## config.mk

```make
export PLATFORM = sky130hd
export DESIGN_NAME = teq_tap_mix
export DESIGN_NICKNAME = d
export VERILOG_FILES = /design/src/hw/rtl/teq_pkg.sv /design/src/hw/rtl/teq_tap_mix.sv
export SDC_FILE = /design/constraint.sdc
export NUM_CORES = 2
export LEC_CHECK = 0
export BUFFER_PORTS_ARGS = -buffer_cell sky130_fd_sc_hd__buf_2
export CAP_MARGIN = 20
export CORE_UTILIZATION = 35
export CTS_CLUSTER_DIAMETER = 30
export DETAILED_ROUTE_END_ITERATION = 10
export RECOVER_POWER = 100
export SLEW_MARGIN = 20
export SYNTH_ARGS = -nofsm -noshare
export SYNTH_HDL_FRONTEND = slang
export SYNTH_SLANG_ARGS = --single-unit
```

## constraint.sdc

```tcl
create_clock -name aclk -period 7.5 [get_ports aclk]
set_input_delay 1.125 -clock aclk [delete_from_list [all_inputs] [get_ports aclk]]
set_output_delay 1.125 -clock aclk [all_outputs]
set_load 0.005 [all_outputs]
```

## src/hw/rtl/teq_pkg.sv

```systemverilog
// Shared types, constants and gain lookup for the three-band equalizer.
`default_nettype none

package teq_pkg;

    localparam int DEF_TAP_COUNT  = 256;
    localparam int DEF_BAND_COUNT = 3;

    localparam int SAMPLE_W    = 16;
    localparam int COEF_W      = 16;
    localparam int GAIN_W      = 16;
    localparam int GAIN_IDX_W  = 4;
    localparam int GAIN_BANDS  = 3;
    localparam int PROD_W      = 32;
    localparam int Q_SHIFT     = 15;
    localparam int ROUND_HALF  = 16384;
    localparam int PIPE_DRAIN  = 4;

    localparam int S_TDATA_W   = 64;
    localparam int S_TUSER_W   = 1;
    localparam int M_TDATA_W   = 32;
    localparam int CFG_INDEX_W = 2;
    localparam int CFG_DATA_W  = 4;

    typedef logic [CFG_INDEX_W-1:0] cfg_idx_t;
    localparam cfg_idx_t CFG_FILTER_ENABLE = 2'd0;
    localparam cfg_idx_t CFG_BAND1_GAIN    = 2'd1;
    localparam cfg_idx_t CFG_BAND2_GAIN    = 2'd2;
    localparam cfg_idx_t CFG_BAND3_GAIN    = 2'd3;

    localparam logic KIND_COEF = 1'b0;
    localparam logic KIND_PAIR = 1'b1;

    typedef logic [GAIN_IDX_W-1:0] gain_idx_t;
    typedef logic [GAIN_W-1:0]     gain_t;

    localparam gain_idx_t GAIN_UNITY   = 4'd4;
    localparam gain_idx_t GAIN_MAX_IDX = 4'd8;

    // -12 dB .. +12 dB in 3 dB steps, Q15, linear gain divided by four
    localparam gain_t GAIN_TABLE [9] = '{
        16'h080A, 16'h0B5B, 16'h100A, 16'h16A7, 16'h2000,
        16'h2D34, 16'h3FD9, 16'h5A30, 16'h7F65
    };

    typedef enum logic [2:0] {
        ST_IDLE,
        ST_LOAD_WR,
        ST_HIST_WR,
        ST_RUN,
        ST_DRAIN,
        ST_FINISH,
        ST_EMIT
    } state_t;

    typedef struct packed {
        logic                       valid;
        logic signed [COEF_W-1:0]   tap;
    } tap_beat_t;

    // Saturate an out-of-range index to the top gain.
    function automatic gain_t gain_lookup(input gain_idx_t idx);
        gain_idx_t sel;
        sel = (idx > GAIN_MAX_IDX) ? GAIN_MAX_IDX : idx;
        return GAIN_TABLE[sel];
    endfunction

endpackage

`default_nettype wire

```

## src/hw/rtl/teq_tap_mix.sv

```systemverilog
// Band mixer: scales each base coefficient by its band gain and sums the bands.
`default_nettype none

module teq_tap_mix #(
    parameter int BAND_COUNT = teq_pkg::DEF_BAND_COUNT
) (
    input  wire logic                                        aclk,
    input  wire logic                                        aresetn,
    input  wire logic                                        in_valid,
    input  wire logic [BAND_COUNT*teq_pkg::COEF_W-1:0]       coef_row,
    input  wire logic [BAND_COUNT*teq_pkg::GAIN_IDX_W-1:0]   gain_sel,
    output teq_pkg::tap_beat_t                               tap_out
);
    import teq_pkg::*;

    logic signed [PROD_W-1:0] prod_reg  [BAND_COUNT];
    logic signed [PROD_W-1:0] prod_next [BAND_COUNT];
    logic                     prod_valid_reg;
    logic signed [COEF_W-1:0] tap_sum;
    tap_beat_t                tap_reg;

    // One 16 x 17 product per band lane.
    always_comb begin
        for (int b = 0; b < BAND_COUNT; b++) begin
            prod_next[b] = PROD_W'($signed(coef_row[b*COEF_W +: COEF_W]))
                         * PROD_W'($signed({1'b0,
                               gain_lookup(gain_sel[b*GAIN_IDX_W +: GAIN_IDX_W])}));
        end
    end

    // Shift right, truncate each term, wrap the sum.
    always_comb begin
        tap_sum = '0;
        for (int b = 0; b < BAND_COUNT; b++) begin
            tap_sum = tap_sum + prod_reg[b][COEF_W+Q_SHIFT-1:Q_SHIFT];
        end
    end

    always_ff @(posedge aclk) begin
        prod_reg    <= prod_next;
        tap_reg.tap <= tap_sum;
        if (!aresetn) begin
            prod_valid_reg <= 1'b0;
            tap_reg.valid  <= 1'b0;
        end else begin
            prod_valid_reg <= in_valid;
            tap_reg.valid  <= prod_valid_reg;
        end
    end

    assign tap_out = tap_reg;

endmodule

`default_nettype wire

```

==> impl_metrics.json <==
{
  "grt_pass1_wl_um": 102000,
  "cts_sinks": 66,
  "routed_via_density": 4.62,
  "grt_overflow_total": 0,
  "largest_reg_flops": 48,
  "setup_viol": 0,
  "die_h_um": 277,
  "required_ns": 7.71,
  "slew_headroom_pct": 65.2,
  "yosys_warnings": 0,
  "critPathMaxFanout": 7,
  "dp_hpwl_um": 52100,
  "finalCritPeriodShare_pct": 96.6,
  "track_usage_pct": 16.5,
  "cts_hold_buffers": 0,
  "htree_levels": 3,
  "ant_nets": 0,
  "async_reset_ff_share_pct": 0,
  "avgSynthCellArea_um2": 8.93,
  "critPathArrivalTime_ns": 7.46,
  "drc": 0,
  "area.growth.synth_to_final_pct": 11.8,
  "clk_pin_slew_worst_paths_ns": 0.05,
  "final_common_cell": "inv_1",
  "numCtsBuffers": 9,
  "mostFrequentLayoutCells": "inv_1 (715), fa_1 (549), nand2_1 (372)",
  "initial_core_util_pct": 35.4,
  "rows": 100,
  "antenna_found_initial": 1,
  "tightest_slew_ns": 0.521,
  "die_w_um": 277,
  "coreArea_mm2": 0.0746,
  "finalNetCount": 4100,
  "cts_tree": "built",
  "grt_max_degree": 16,
  "cts-root-buf": "clkbuf_16",
  "syn_nets": 3936,
  "gp_congestion": 0.853,
  "n_antenna_cell": 0,
  "timing.fmax_mhz": 138,
  "start_kind": "input port",
  "slew_violations": 0,
  "final_layout_size_suffix_gt1_share_pct": 10.7,
  "yosysSeqAreaShare_pct": 5.01,
  "synthFlopType": "dfxtp_1",
  "maxCapViolCount": 0,
  "wl_per_cell_um": 14.8,
  "synth-edff-count": 0,
  "crit_type": "in2reg",
  "finalClockSkew_ns": 0.00788,
  "grt_pass1_vias": 20200,
  "synth.distinct_cells": 56,
  "cts_buffer_depth": 2,
  "utilization_pct": 39.6,
  "min_period_ns": 7.24,
  "cp-end-kind": "flip-flop",
  "synthCells": 2955,
  "vias": 18900,
  "port_buffers": 79,
  "status": "finished clean",
  "drtPass1Iterations": 5,
  "hp-class": "reg2reg",
  "synth_seq_cells": 66,
  "drtIter0Drc": 730,
  "hold_viol_final": 0,
  "ios": 80,
  "mappedNetlistArea_mm2": 0.0264,
  "dieArea_mm2": 0.0765,
  "clock_latency_ns": 0.33,
  "routed_wl_um": 60600
}
-- per-layer routing --
metal | up-vias | wire length (um) | part of all wire [%] | track usage [%]
met4 | 0 | 975 | 1.6 | 2.91
met3 | 67 | 1850 | 3.1 | 1.21
met5 | - | 0 | 0 | 0
met2 | 327 | 29900 | 49 | 29.0
li1 | 9082 | - | - | -
met1 | 9411 | 27900 | 46 | 22.3
-- final cells by class --
type | count | area [um2]
clock buffer | 9 | 225
clock inverter | 5 | 57.6
fill | 7650 | 45100
inverter | 716 | 2690
multi-input combinational | 2066 | 22200
sequential | 66 | 1320
tap | 969 | 1210
timing repair buffer | 260 | 1780
-- Yosys cell counts (8+ instances only) --
cell      count  area (um2)
o21bai_1     11        82.6
a21oi_1      62         310
nor3_1        8        40.0
nand2b_1     14        87.6
nand2_1     375        1410
and2_1      345        2160
o21ai_0      33         165
nor2_1       67         251
or2_2        17         106
nor2b_1       9        56.3
fa_1        553       11100
xor2_1       24         210
xnor2_1      48         420
clkbuf_1    105         394
ha_1        365        4570
o21a_1        9        67.6
a21o_1       29         218
a211oi_1     13        97.6
nand4_1      10        62.6
nand3_1      13        65.1
inv_1       715        2680
dfxtp_1      66        1320
-- worst max-delay path, stage by stage --
cell,delay [ns]
buf_2,0.13
nand2b_4,0.15
ha_1,0.27
nand2_1,0.06
o21ai_0,0.08
nand2b_1,0.24
and2_4,0.23
fa_1,0.49
inv_1,0.05
fa_1,0.47
fa_1,0.54
fa_1,0.55
inv_1,0.05
fa_1,0.48
inv_1,0.05
fa_1,0.47
inv_1,0.04
ha_1,0.30
a21oi_1,0.15
nor2_1,0.08
a211oi_2,0.19
buf_4,0.14
a2bb2oi_2,0.15
nand3b_1,0.11
a21bo_2,0.28
a2111oi_4,0.29
o21bai_1,0.11
xor2_1,0.16
-- per-stage QoR --
step	instances	hold slack, ns	worst slack, ns	instance area, um2	setup TNS (ns)
floorplan	2955	0.412	-0.0183	26400	-0.0183
global placement	4062	0.428	-0.486	28900	-4.29
detailed placement	4062	0.432	-0.597	28900	-6.77
CTS	4080	0.452	0.0250	29200	0
global route	4091	0.480	-0.0305	29500	-0.0726
finish	4091	0.454	0.255	29500	0
-- kinds of logic after synthesis --
kind of cell | after synthesis | share of synthesized area (%)
adder cells (fa/ha/maj) | 918 | 59.2
AND/OR/NAND/NOR | 875 | 16.5
buffers and inverters | 823 | 11.7
AO/OA/AOI/OAI | 194 | 4.92
XOR/XNOR | 72 | 2.39
flip-flops | 66 | 5.01
multiplexers | 7 | 0.265
-- path summary, 6_finish.rpt --
path	slack, ns	depth (start not counted)	end	from
worst max-delay path	0.26	28	prod_reg[91]	gain_sel[3]
worst max register to register	4.02	15	tap_out[15]	prod_reg[79]
worst min register to register	0.45	1	tap_out[16]	prod_valid_reg
worst min-delay path	0.45	1	tap_out[16]	prod_valid_reg
-- repair_timing --
action | CTS | global route
setup endpoints to repair | 6 | 21
pin swaps | 1 | 20
resized for setup | 9 | 47
setup buffers | 4 | 11
Power is not shown: default switching activity piles up to over one toggle a cycle in this logic, so the estimate is an artifact.
